**src/hdl/lfl_pkg.sv**
```systemverilog
// Shared types, constants and codes for the failed-login lockout table.
package lfl_pkg;

	// Table geometry.
	localparam int TABLE_ENTRIES = 16;
	localparam int IDX_W = (TABLE_ENTRIES > 1) ? $clog2(TABLE_ENTRIES) : 1;

	// Register widths and reset values.
	localparam int LIMIT_W = 8;
	localparam int SECONDS_W = 17;
	localparam int CFG_IDX_W = 2;
	localparam logic [LIMIT_W-1:0] LIMIT_RESET = 8'd5;
	localparam logic [SECONDS_W-1:0] WINDOW_RESET = 17'd300;
	localparam logic [SECONDS_W-1:0] BLOCK_RESET = 17'd300;
	localparam logic [7:0] COUNT_MAX = 8'hFF;

	// Configuration register indexes.
	typedef enum logic [CFG_IDX_W-1:0] {
		CFG_ATTEMPT_LIMIT = 2'd0,
		CFG_WINDOW_SECONDS = 2'd1,
		CFG_BLOCK_SECONDS = 2'd2
	} cfg_idx_t;

	// Command codes.
	typedef enum logic [1:0] {
		CMD_CHECK = 2'd0,
		CMD_RECORD = 2'd1,
		CMD_CLEAR = 2'd2
	} cmd_t;

	// Controller states.
	typedef enum logic [1:0] {
		ST_IDLE,
		ST_SCAN,
		ST_WAIT,
		ST_UPDATE
	} state_t;

	// Input word.
	typedef struct packed {
		logic [1:0] command;
		logic [31:0] source_address;
		logic [31:0] now_seconds;
	} req_t;

	// Result word.
	typedef struct packed {
		logic is_blocked;
		logic entry_found;
		logic [7:0] attempt_count;
		logic dropped;
	} rsp_t;

	// One table entry as held in memory; validity lives in flip-flops.
	typedef struct packed {
		logic [31:0] key;
		logic [7:0] count;
		logic [31:0] last_time;
		logic blocked;
		logic [31:0] unblock_time;
	} entry_t;

	// Controller to update logic: the command and what the scan found.
	typedef struct packed {
		logic [1:0] command;
		logic [31:0] key;
		logic [31:0] now;
		logic hit;
		logic free_found;
		entry_t entry;
	} upd_req_t;

	// Update logic to controller: write-back and result.
	typedef struct packed {
		logic wr_en;
		logic set_valid;
		logic clr_valid;
		entry_t wr_entry;
		rsp_t rsp;
	} upd_res_t;

endpackage

```
**src/hdl/lfl_entry_ram.sv**
```systemverilog
// Entry memory: one write port, one read port with registered read data.
module lfl_entry_ram
	import lfl_pkg::*;
(
	input  logic             clk,
	input  logic             wr_en,
	input  logic [IDX_W-1:0] wr_addr,
	input  entry_t           wr_data,
	input  logic             rd_en,
	input  logic [IDX_W-1:0] rd_addr,
	output entry_t           rd_data
);

	entry_t mem [TABLE_ENTRIES];

	// Write port.
	always_ff @(posedge clk) begin
		if (wr_en) begin
			mem[wr_addr] <= wr_data;
		end
	end

	// Read port with registered read data.
	always_ff @(posedge clk) begin
		if (rd_en) begin
			rd_data <= mem[rd_addr];
		end
	end

endmodule

```
**src/hdl/lfl_update.sv**
```systemverilog
// Per-command entry update: computes the write-back entry and the result word.
module lfl_update
	import lfl_pkg::*;
(
	input  logic [LIMIT_W-1:0]   attempt_limit,
	input  logic [SECONDS_W-1:0] window_seconds,
	input  logic [SECONDS_W-1:0] block_seconds,
	input  upd_req_t             req,
	output upd_res_t             res
);

	logic [31:0] left;
	logic        active_old;
	logic [31:0] gap;
	entry_t      ent;
	logic        set_block;

	// Block still running for the stored entry: unblock time lies ahead of now.
	assign left = req.entry.unblock_time - req.now;
	assign active_old = req.entry.blocked && (left != 32'd0) && !left[31];
	assign gap = req.now - req.entry.last_time;

	always_comb begin
		res = '0;
		ent = req.entry;
		set_block = 1'b0;
		case (cmd_t'(req.command))
			CMD_CHECK: begin
				if (req.hit) begin
					res.rsp.entry_found = 1'b1;
					if (active_old) begin
						res.rsp.is_blocked = 1'b1;
					end else if (req.entry.blocked) begin
						// Expired block: drop it along with the count.
						ent.blocked = 1'b0;
						ent.count = 8'd0;
						res.wr_en = 1'b1;
					end
					res.rsp.attempt_count = ent.count;
				end
			end
			CMD_RECORD: begin
				if (req.hit || req.free_found) begin
					if (req.hit) begin
						res.rsp.entry_found = 1'b1;
						if (gap > {15'd0, window_seconds}) begin
							ent.count = 8'd1;
						end else if (ent.count != COUNT_MAX) begin
							ent.count = ent.count + 8'd1;
						end
					end else begin
						// New source in the lowest free entry.
						ent.key = req.key;
						ent.count = 8'd1;
						ent.blocked = 1'b0;
						ent.unblock_time = 32'd0;
						res.set_valid = 1'b1;
					end
					ent.last_time = req.now;
					set_block = (ent.count >= attempt_limit);
					if (set_block) begin
						ent.blocked = 1'b1;
						ent.unblock_time = req.now + {15'd0, block_seconds};
						// A fresh block is running exactly when its length is nonzero.
						res.rsp.is_blocked = (block_seconds != '0);
					end else begin
						res.rsp.is_blocked = active_old && req.hit;
					end
					res.rsp.attempt_count = ent.count;
					res.wr_en = 1'b1;
				end else begin
					res.rsp.dropped = 1'b1;
				end
			end
			CMD_CLEAR: begin
				if (req.hit) begin
					res.rsp.entry_found = 1'b1;
					res.clr_valid = 1'b1;
				end
			end
			default: begin
				res = '0;
			end
		endcase
		res.wr_entry = ent;
	end

endmodule

```
**src/hdl/lfl_ctrl.sv**
```systemverilog
// Controller: accepts commands, walks the entry memory, writes back and holds the result.
module lfl_ctrl
	import lfl_pkg::*;
(
	input  logic             clk,
	input  logic             arst_n,
	input  logic             req_valid,
	output logic             req_stall,
	input  req_t             req,
	output logic             rsp_valid,
	input  logic             rsp_stall,
	output rsp_t             rsp,
	output logic             ram_wr_en,
	output logic [IDX_W-1:0] ram_wr_addr,
	output entry_t           ram_wr_data,
	output logic             ram_rd_en,
	output logic [IDX_W-1:0] ram_rd_addr,
	input  entry_t           ram_rd_data,
	output upd_req_t         upd_req,
	input  upd_res_t         upd_res
);

	localparam logic [IDX_W-1:0] LAST_IDX = IDX_W'(TABLE_ENTRIES - 1);

	state_t                   state_q, state_d;
	logic [TABLE_ENTRIES-1:0] valid_q;
	logic [IDX_W-1:0]         scan_idx_q;
	logic                     rd_vld_s1;
	logic [IDX_W-1:0]         rd_idx_s1;
	logic                     hit_q;
	logic [IDX_W-1:0]         hit_idx_q;
	entry_t                   hit_entry_q;
	req_t                     cur_q;
	logic                     rsp_valid_q;
	rsp_t                     rsp_q;
	logic                     accept;
	logic                     out_free;
	logic                     finish;
	logic                     free_found;
	logic [IDX_W-1:0]         free_idx;
	logic [IDX_W-1:0]         wr_idx;

	assign accept = req_valid && !req_stall;
	assign out_free = !rsp_valid_q || !rsp_stall;

	// Next state.
	always_comb begin
		state_d = state_q;
		case (state_q)
			ST_IDLE: begin
				if (req_valid) begin
					state_d = ST_SCAN;
				end
			end
			ST_SCAN: begin
				if (scan_idx_q == LAST_IDX) begin
					state_d = ST_WAIT;
				end
			end
			ST_WAIT: begin
				state_d = ST_UPDATE;
			end
			ST_UPDATE: begin
				if (out_free) begin
					state_d = ST_IDLE;
				end
			end
			default: begin
				state_d = ST_IDLE;
			end
		endcase
	end

	// State outputs.
	always_comb begin
		req_stall = 1'b1;
		ram_rd_en = 1'b0;
		finish = 1'b0;
		case (state_q)
			ST_IDLE: begin
				req_stall = 1'b0;
			end
			ST_SCAN: begin
				ram_rd_en = 1'b1;
			end
			ST_WAIT: begin
				ram_rd_en = 1'b0;
			end
			ST_UPDATE: begin
				finish = out_free;
			end
			default: begin
				req_stall = 1'b1;
			end
		endcase
	end

	always_ff @(posedge clk or negedge arst_n) begin
		if (!arst_n) begin
			state_q <= ST_IDLE;
		end else begin
			state_q <= state_d;
		end
	end

	// Lowest free entry, taken straight from the valid bits.
	always_comb begin
		free_found = 1'b0;
		free_idx = '0;
		for (int i = TABLE_ENTRIES - 1; i >= 0; i--) begin
			if (!valid_q[i]) begin
				free_found = 1'b1;
				free_idx = IDX_W'(i);
			end
		end
	end

	// Memory walk: one read address per cycle, data compared from the registered read data.
	assign ram_rd_addr = scan_idx_q;

	always_ff @(posedge clk or negedge arst_n) begin
		if (!arst_n) begin
			scan_idx_q <= '0;
			rd_vld_s1 <= 1'b0;
			rd_idx_s1 <= '0;
			hit_q <= 1'b0;
		end else begin
			rd_vld_s1 <= ram_rd_en;
			rd_idx_s1 <= scan_idx_q;
			if (accept) begin
				scan_idx_q <= '0;
			end else if (ram_rd_en && scan_idx_q != LAST_IDX) begin
				scan_idx_q <= scan_idx_q + 1'b1;
			end
			if (accept) begin
				hit_q <= 1'b0;
			end else if (rd_vld_s1 && !hit_q && valid_q[rd_idx_s1]
					&& ram_rd_data.key == cur_q.source_address) begin
				hit_q <= 1'b1;
			end
		end
	end

	// Captured command and matching entry.
	always_ff @(posedge clk) begin
		if (accept) begin
			cur_q <= req;
		end
		if (rd_vld_s1 && !hit_q && valid_q[rd_idx_s1]
				&& ram_rd_data.key == cur_q.source_address) begin
			hit_idx_q <= rd_idx_s1;
			hit_entry_q <= ram_rd_data;
		end
	end

	// Request to the update logic.
	always_comb begin
		upd_req.command = cur_q.command;
		upd_req.key = cur_q.source_address;
		upd_req.now = cur_q.now_seconds;
		upd_req.hit = hit_q;
		upd_req.free_found = free_found;
		upd_req.entry = hit_entry_q;
	end

	// Write-back in the update cycle.
	assign wr_idx = hit_q ? hit_idx_q : free_idx;
	assign ram_wr_en = finish && upd_res.wr_en;
	assign ram_wr_addr = wr_idx;
	assign ram_wr_data = upd_res.wr_entry;

	always_ff @(posedge clk or negedge arst_n) begin
		if (!arst_n) begin
			valid_q <= '0;
		end else if (finish) begin
			if (upd_res.set_valid) begin
				valid_q[wr_idx] <= 1'b1;
			end else if (upd_res.clr_valid) begin
				valid_q[wr_idx] <= 1'b0;
			end
		end
	end

	// Output register.
	always_ff @(posedge clk or negedge arst_n) begin
		if (!arst_n) begin
			rsp_valid_q <= 1'b0;
		end else if (finish) begin
			rsp_valid_q <= 1'b1;
		end else if (!rsp_stall) begin
			rsp_valid_q <= 1'b0;
		end
	end

	always_ff @(posedge clk) begin
		if (finish) begin
			rsp_q <= upd_res.rsp;
		end
	end

	assign rsp_valid = rsp_valid_q;
	assign rsp = rsp_q;

endmodule

```
**src/hdl/failed_login_lockout_table.sv**
```systemverilog
// Words are handled one at a time: the walk over the entry memory through its single read
// port (one entry per cycle), the wait for the registered read data, the write-back state and
// the idle state that takes the next word; a stalled result holds the write-back state.
// A new word is taken while the previous result still waits in the output register.
// Reset clears all valid bits at once and loads the register defaults (limit 5, window
// 300 s, block 300 s); the memory contents need no clearing.
module failed_login_lockout_table
	import lfl_pkg::*;
(
	input  logic                 clk,
	input  logic                 arst_n,
	input  logic                 req_valid,
	output logic                 req_stall,
	input  req_t                 req,
	output logic                 rsp_valid,
	input  logic                 rsp_stall,
	output rsp_t                 rsp,
	input  logic                 cfg_wr_en,
	input  logic [CFG_IDX_W-1:0] cfg_index,
	input  logic [SECONDS_W-1:0] cfg_data
);

	logic [LIMIT_W-1:0]   attempt_limit_q;
	logic [SECONDS_W-1:0] window_seconds_q;
	logic [SECONDS_W-1:0] block_seconds_q;
	logic                 ram_wr_en;
	logic [IDX_W-1:0]     ram_wr_addr;
	entry_t               ram_wr_data;
	logic                 ram_rd_en;
	logic [IDX_W-1:0]     ram_rd_addr;
	entry_t               ram_rd_data;
	upd_req_t             upd_req;
	upd_res_t             upd_res;

	// Configuration registers.
	always_ff @(posedge clk or negedge arst_n) begin
		if (!arst_n) begin
			attempt_limit_q <= LIMIT_RESET;
			window_seconds_q <= WINDOW_RESET;
			block_seconds_q <= BLOCK_RESET;
		end else if (cfg_wr_en) begin
			case (cfg_idx_t'(cfg_index))
				CFG_ATTEMPT_LIMIT: begin
					attempt_limit_q <= cfg_data[LIMIT_W-1:0];
				end
				CFG_WINDOW_SECONDS: begin
					window_seconds_q <= cfg_data;
				end
				CFG_BLOCK_SECONDS: begin
					block_seconds_q <= cfg_data;
				end
				default: begin
					attempt_limit_q <= attempt_limit_q;
				end
			endcase
		end
	end

	lfl_ctrl u_ctrl (
		.clk         (clk),
		.arst_n      (arst_n),
		.req_valid   (req_valid),
		.req_stall   (req_stall),
		.req         (req),
		.rsp_valid   (rsp_valid),
		.rsp_stall   (rsp_stall),
		.rsp         (rsp),
		.ram_wr_en   (ram_wr_en),
		.ram_wr_addr (ram_wr_addr),
		.ram_wr_data (ram_wr_data),
		.ram_rd_en   (ram_rd_en),
		.ram_rd_addr (ram_rd_addr),
		.ram_rd_data (ram_rd_data),
		.upd_req     (upd_req),
		.upd_res     (upd_res)
	);

	lfl_entry_ram u_ram (
		.clk     (clk),
		.wr_en   (ram_wr_en),
		.wr_addr (ram_wr_addr),
		.wr_data (ram_wr_data),
		.rd_en   (ram_rd_en),
		.rd_addr (ram_rd_addr),
		.rd_data (ram_rd_data)
	);

	lfl_update u_update (
		.attempt_limit  (attempt_limit_q),
		.window_seconds (window_seconds_q),
		.block_seconds  (block_seconds_q),
		.req            (upd_req),
		.res            (upd_res)
	);

endmodule

```
**config.mk**
```make
export PLATFORM = sky130hd
export DESIGN_NAME = failed_login_lockout_table
export DESIGN_NICKNAME = d
export VERILOG_FILES = /design/src/hdl/lfl_pkg.sv /design/src/hdl/lfl_entry_ram.sv /design/src/hdl/lfl_update.sv /design/src/hdl/lfl_ctrl.sv /design/src/hdl/failed_login_lockout_table.sv
export SDC_FILE = /design/constraint.sdc
export NUM_CORES = 2
export LEC_CHECK = 0
export ABC_AREA = 1
export CORE_MARGIN = 3
export CORE_UTILIZATION = 55
export CTS_CLUSTER_SIZE = 16
export DETAILED_ROUTE_END_ITERATION = 8
export DONT_BUFFER_PORTS = 1
export MAX_ROUTING_LAYER = met4
export PLACE_DENSITY = 0.7
export SETUP_SLACK_MARGIN = 0.5
export SYNTH_ARGS = -nofsm -noshare
export SYNTH_HDL_FRONTEND = slang
export SYNTH_HIERARCHICAL = 1
export SYNTH_SLANG_ARGS = --single-unit
```
**constraint.sdc**
```tcl
create_clock -name clk -period 22.1 [get_ports clk]
set_clock_uncertainty 0.05 [all_clocks]
set_input_delay 6.63 -clock clk [delete_from_list [all_inputs] [get_ports clk]]
set_output_delay 6.63 -clock clk [all_outputs]
set_load 0.005 [all_outputs]
```
## Word level (Yosys, flattened, before mapping)

Memory sizes are Yosys's and may differ from the RTL's. A register that Yosys moved wholly into a read port is not among the register bits.
Index checks and enable logic that the tools add are counted.

- Add/subtract/negate cells: 5
- Order comparisons: 5
- Equal/unequal tests: 15
- Mux-type cells: 90
- Bitwise operators: 3
- Reductions and logical operators: 29

Operators by type and width:

| kind | number |
|---|---|
| 32-bit 2-to-1 mux | 4 |
| 105-bit 2-to-1 mux | 1 |
| 4-bit 2-to-1 mux | 19 |
| 33-bit 2-to-1 mux | 2 |
| 8-bit 2-to-1 mux | 8 |
| 32-bit subtractor | 2 |
| 1-bit 2-to-1 mux | 39 |
| 32-bit by 17-bit adder with 32-bit output | 1 |
| 32-bit equality test | 1 |
| 32-bit by 17-bit greater-than comparator with 1-bit output | 1 |
| 16-bit 2-to-1 mux | 2 |
| 8-bit case mux with 2 select lines | 2 |
| 32-bit nonzero test | 1 |
| 10-bit 2-to-1 mux | 2 |
| 17-bit nonzero test | 1 |
| 16-bit AND | 1 |
| 16-bit inverter | 1 |
| 16-bit bitwise OR | 1 |
| 1-bit logical AND | 10 |
| 4-bit by 5-bit < comparator with 1-bit output, second input constant | 2 |
| 8-bit by 1-bit adder with 8-bit output, second input constant | 1 |
| 2-bit equality test, second input constant | 4 |
| 8-bit >= comparator | 1 |
| 2-bit 2-to-1 mux | 4 |
| other kinds (19) | 36 |

- Register bits after elaboration: 257
- Memory bits (writable): 1,680
- Output and inout bits: 13
- Logic and storage cells: 171
- Memories kept: 1

Memory list:

| name | words | bits a word | read ports | clocked after Yosys merged registers in | wr ports | line | RTL |
|---|---|---|---|---|---|---|---|
| u_ram.mem | 16 | 105 | 1 | 1 | 1 | lfl_entry_ram.sv:14 | `entry_t mem [TABLE_ENTRIES];` |

## Depth between registers and ports, before layout

- Depth in word-level cells: 25
- Mapped depth: 37

## By module

The synthesis kept the hierarchy.

Modules (own cells, without submodules):

| module | times used | cells an instance | area an instance (um2) | sequential area each (um2) |
|---|---|---|---|---|
| lfl_entry_ram | 1 | 6,890 | 74,879.3 | 53,601.4 |
| lfl_ctrl | 1 | 655 | 8,839.7 | 6,311.1 |
| lfl_update | 1 | 1,768 | 8,541.9 | 0.0 |
| failed_login_lockout_table | 1 | 187 | 1,803.0 | 1,063.5 |

## Worst setup path after synthesis

No wires, ideal clock.

- Path kind: input port to flip-flop
- Start: input rsp_stall
- End: memory u_ram/mem[12][0] (netlist name), enable pin
- Setup time: 0.570 ns
- Arrival time: 11.510 ns
- Data required time: 21.480 ns
- Path slack: 9.970 ns
- Cell stages on the path: 5
- Path buffers: 0
- Path through: nand2_1 nand2_1 nor2_1 nand3_1 nor2_1

- Cells in the longest elaborated chain, start to end: 6

Ends and longest elaborated chain:

| element | line | RTL |
|---|---|---|
| from (decl) | failed_login_lockout_table.sv:16 | `input logic rsp_stall,` |
| 1-bit logical NOT | lfl_ctrl.sv:44 | `assign out_free = !rsp_valid_q \|\| !rsp_stall;` |
| 1-bit logical OR | lfl_ctrl.sv:44 |  |
| 1-bit 2-to-1 mux | lfl_ctrl.sv:79 | `case (state_q)` |
| 1-bit logical AND | lfl_ctrl.sv:168 | `assign ram_wr_en = finish && upd_res.wr_en;` |
| via ram_wr_en | failed_login_lockout_table.sv:26 | `logic ram_wr_en;` |
| 1-bit 2-to-1 mux | lfl_entry_ram.sv:18 | `if (wr_en) begin` |
| 1-bit 2-to-1 mux (not written as such) | lfl_entry_ram.sv:19 | `mem[wr_addr] <= wr_data;` |
| to (decl) | lfl_entry_ram.sv:14 |  |

The timed path passes the listed nets, and every way through them passes these cells.

## Worst setup path after layout

- Start: input rsp_stall
- End: memory u_ram/mem[9][0] (netlist name), enable pin

Same word-level chain as after synthesis.

==> metrics.md <==
| Metric | Value |
|---|---|
| Worst r2r src | `u_ctrl/upd_req[108]` |
| Final WS setup | `approximately 12 ns` |
| HPWL Detailed | `roughly 140000 um` |
| Max-Cap Viols | `0` |
| Final period util | `0.439` |
| Total power | `11.4 mW` |
| Setup tns final | `0 ns` |
| Syn_area_per_cell | `9.90 um^2` |
| Combinational cell fraction of total power | `0.285` |
| Clk_lat worst skew | `0.86 ns` |
| Die Wd | `420 um` |
| Worst r2r path cells | `30` |
| GRT Residual Overflow | `0` |
| H-tree depth | `4` |
| Critical path depth in cells | `7` |
| Placed cells | `11341` |
| Final Max Slew Viols | `0` |
| Vias | `~65000` |
| Least-Margin Pin Slew | `1.38 ns` |
| Number of hold buffers added after cts | `0` |
| FP Rows | `151` |
| Setup crit end | `u_ram/mem[9][0]` |
| Reg-to-reg endpoint | `u_ram/mem[15][1]` |
| Critical-path cell list | `nand2_1 -> nand2_1 -> nor2_1 -> nand3b_1 -> nor2_4 -> buf_4 -> buf_4` |
| Seq/Total Area, Yosys | `0.648` |
| Clock Power Share | `0.290` |
| Die Y | `~420 um` |
| CP Capture Type | `register` |
| Hold crit path type | `reg -> reg` |
| Vias in the first global route | `62090` |
| Post-route cell area | `102000 um^2` |
| DRT Pass-1 Iters | `7` |
| Fin Hold WS | `0.350 ns` |
| Crit path from | `rsp_stall` |
| Cell Count, Final, Fillers Out | `11716` |
| Final net count | `9530` |
| Startpoint Class | `input port` |
| Post-layout min period | `9.71 ns` |
| Top Ports | `between 100 and 150` |
| R2r setup slk | `about 14 ns` |
| Flop pwr share | `0.425` |
| Slowest CP cell | `nor2_4` |
| Max VDD drop | `just over 90 uV` |
| Placement Cell Area | `95200 um^2` |
| Family with the most delay on the worst path | `simple AND/OR/NAND/NOR gates` |
| Synth Register Bits | `2042` |
| Number of DRC markers in iteration 0 | `7389` |
| Netlist cell types | `59` |
| Status | `completed` |
| GRT Total Usage | `0.290` |
| Clock buffer depth | `3` |
| Worst path buffer plus inverter count | `2` |
| Avg WL per Cell | `21.3 um` |
| Area grow syn2layout | `7.96%` |
| Normalized max-slew margin | `0.0720` |
| Slowest stage delay, CP | `a little under 0.8 ns` |
| Vias per cell | `5.55` |
| Synthesized Nets | `9704` |
| Layout cells sized above 1 | `0.0536` |
| Die area | `176000 um^2` |
| Power density cells | `roughly 110 nW/um^2` |
| Int Pwr | `between 7 and 8 mW` |
| Port bufs | `0` |
| Pre-CTS WS | `~12 ns` |
| Residual antenna-violating net count after detailed routing | `0` |
| Net Sw Power | `~4.0 mW` |
| Clock Tree Root | `clkbuf_16` |
| Pleak | `roughly 44 nW` |
| Cell count after synthesis | `9500` |
| CP max FO | `45` |
| Crit path required time | `22.52 ns` |
| Post-CTS setup buffers | `0` |
| Fin util | `0.599` |
| Clock transition at path regs | `about 0.060 ns` |
| Largest net degree at the start of global routing | `roughly 170` |
| Cts repair resizes | `0` |
| Final GP Congestion | `0.924` |
| Crit Path Category | `in -> reg` |
| Leading cell type in the layout, fill and taps excluded | `nand2_1` |
| CP arrival | `10.13 ns` |
| Final setup violation count | `0` |
| Residual DRC | `0` |
| Commonest cells after routing, fill and taps aside | `nand2_1 (3085), edfxtp_1 (1971), inv_1 (1652), nand3_1 (1389), clkbuf_16 (202)` |
| FMAX | `103 MHz` |
| Yosys warnings | `6` |
| Sw frac | `0.355` |
| First-pass GRT wire length | `about 370000 um` |
| Post-Synthesis Cell Area | `94100 um^2` |
| Final count of hold timing violations | `0` |
| Initial antenna violation count | `17` |
| Sink Count | `2042` |
| Number of buffers created by CTS | `201` |
| RSZ-0062 raised after global routing | `false` |
| CTS tree | `done` |
| Hold path startpoint | `u_ram/rd_data[58]` |
| Starting density of the core | `0.554` |
| Final WL | `249000 um` |
| Core area | `170000 um^2` |
## area by class of cell
type / count / area [um^2]
Clock inverter: 121 / 1100
Sequential cell: 2042 / 61000
Multi-Input combinational cell: 5297 / 24200
Clock buffer: 247 / 5230
Tap cell: 2218 / 2780
Timing Repair Buffer: 116 / 983
Inverter: 1668 / 6290
Antenna cell: 7 / 17.5
Fill cell: 13610 / 68100
## power by group through the flow
stage | sequential (mW) | combinational [mW] | clock, mW
6_report | 4.83 | 3.25 | 3.30
5_1_grt | 4.85 | 3.58 | 3.50
4_1_cts | 4.83 | 3.20 | 3.34
3_5_place_dp | 4.91 | 3.18 | 0
3_3_place_gp | 4.90 | 3.12 | 0
2_1_floorplan | 4.79 | 2.36 | 0
## worst min path at each step
stage	endpoint	slack [ns]	cells past startpoint
after floorplan	u_ctrl/rd_idx_s1[1]	0.35	0
after global placement	u_ctrl/upd_req[68]	0.35	0
after detailed placement	u_ctrl/upd_req[12]	0.35	0
after CTS	u_ctrl/upd_req[58]	0.35	0
after global routing	u_ctrl/upd_req[58]	0.37	0
final	u_ctrl/upd_req[58]	0.35	0
## cell families after synthesis
| family | Yosys count | share of synthesized area |
|---|---|---|
| DFF | 2042 | 0.648 |
| adders and majority gates | 114 | 0.0154 |
| and+or+nand+nor | 4871 | 0.220 |
| muxes | 4 | 0.000426 |
| AOI/OAI and AO/OA | 267 | 0.0156 |
| xor gates and xnor gates | 41 | 0.00382 |
| buffers and inverters | 2161 | 0.0967 |
## Yosys cell counts, drive strengths merged
| cell | instances | area (um^2) |
|---|---|---|
| nand2 | 3106 | 11700 |
| xnor2 | 11 | 96.3 |
| o21ai | 115 | 579 |
| xor2 | 30 | 263 |
| a31oi | 6 | 37.5 |
| fa | 3 | 60.1 |
| o22ai | 4 | 25.0 |
| and2 | 2 | 12.5 |
| a21o | 5 | 37.5 |
| dfrtp | 61 | 1530 |
| clkbuf | 91 | 342 |
| nor2 | 210 | 875 |
| nand4 | 74 | 463 |
| or3 | 1 | 6.26 |
| edfxtp | 1971 | 59200 |
| a22oi | 1 | 7.51 |
| o21bai | 8 | 60.1 |
| buf | 402 | 2490 |
| ha | 111 | 1390 |
| nand3 | 1402 | 7100 |
| o31ai | 1 | 7.51 |
| nor3 | 31 | 180 |
| mux2i | 4 | 40.0 |
| a32o | 2 | 20.0 |
| a211oi | 2 | 15.0 |
| or2 | 12 | 75.1 |
| inv | 1664 | 6250 |
| o21a | 3 | 22.5 |
| a21oi | 109 | 568 |
| dfstp | 10 | 263 |
| nor4b | 3 | 26.3 |
| nand3b | 11 | 82.6 |
| o2111ai | 1 | 8.76 |
| and3 | 3 | 18.8 |
| nor3b | 2 | 20.0 |
| o211ai | 6 | 45.0 |
| clkinv | 4 | 15.0 |
| nor4 | 14 | 87.6 |
| a21boi | 4 | 30.0 |
## flip-flops by register name, indices dropped and copies added, names as in the netlist, 2 cells and up, named ones only
| signal | cells |
|---|---|
| window_seconds_q | 17 |
| u_ctrl/upd_req | 171 |
| u_ram/mem | 1680 |
| u_ctrl/rd_idx_s1 | 4 |
| u_ctrl/rsp | 11 |
| u_ctrl/state_q | 2 |
| u_ctrl/ram_rd_addr | 4 |
| u_ctrl/hit_idx_q | 4 |
| u_ram/rd_data | 105 |
| block_seconds_q | 17 |
| attempt_limit_q | 8 |
## worst reg2reg max path: cells and delay by family, from the launching register on
kind / cells / cell delay [ns]
AOI/OAI and AO/OA: 4 / 1.40
xor gates and xnor gates: 1 / 0.10
adders and majority gates: 3 / 1.02
buffers and inverters: 7 / 1.84
DFF: 1 / 0.53
and+or+nand+nor: 15 / 2.76
## metal layers
layer	share of wire	vias to the layer above	track usage	wire length, um
li1	-	30317	-	-
met1	0.41	31019	0.400	102000
met2	0.45	3228	0.437	113000
met3	0.11	489	0.0549	27200
met4	0.029	0	0.0936	7160
met5	0	-	-	0
No activity file was read; power rests on OpenSTA's default activity.
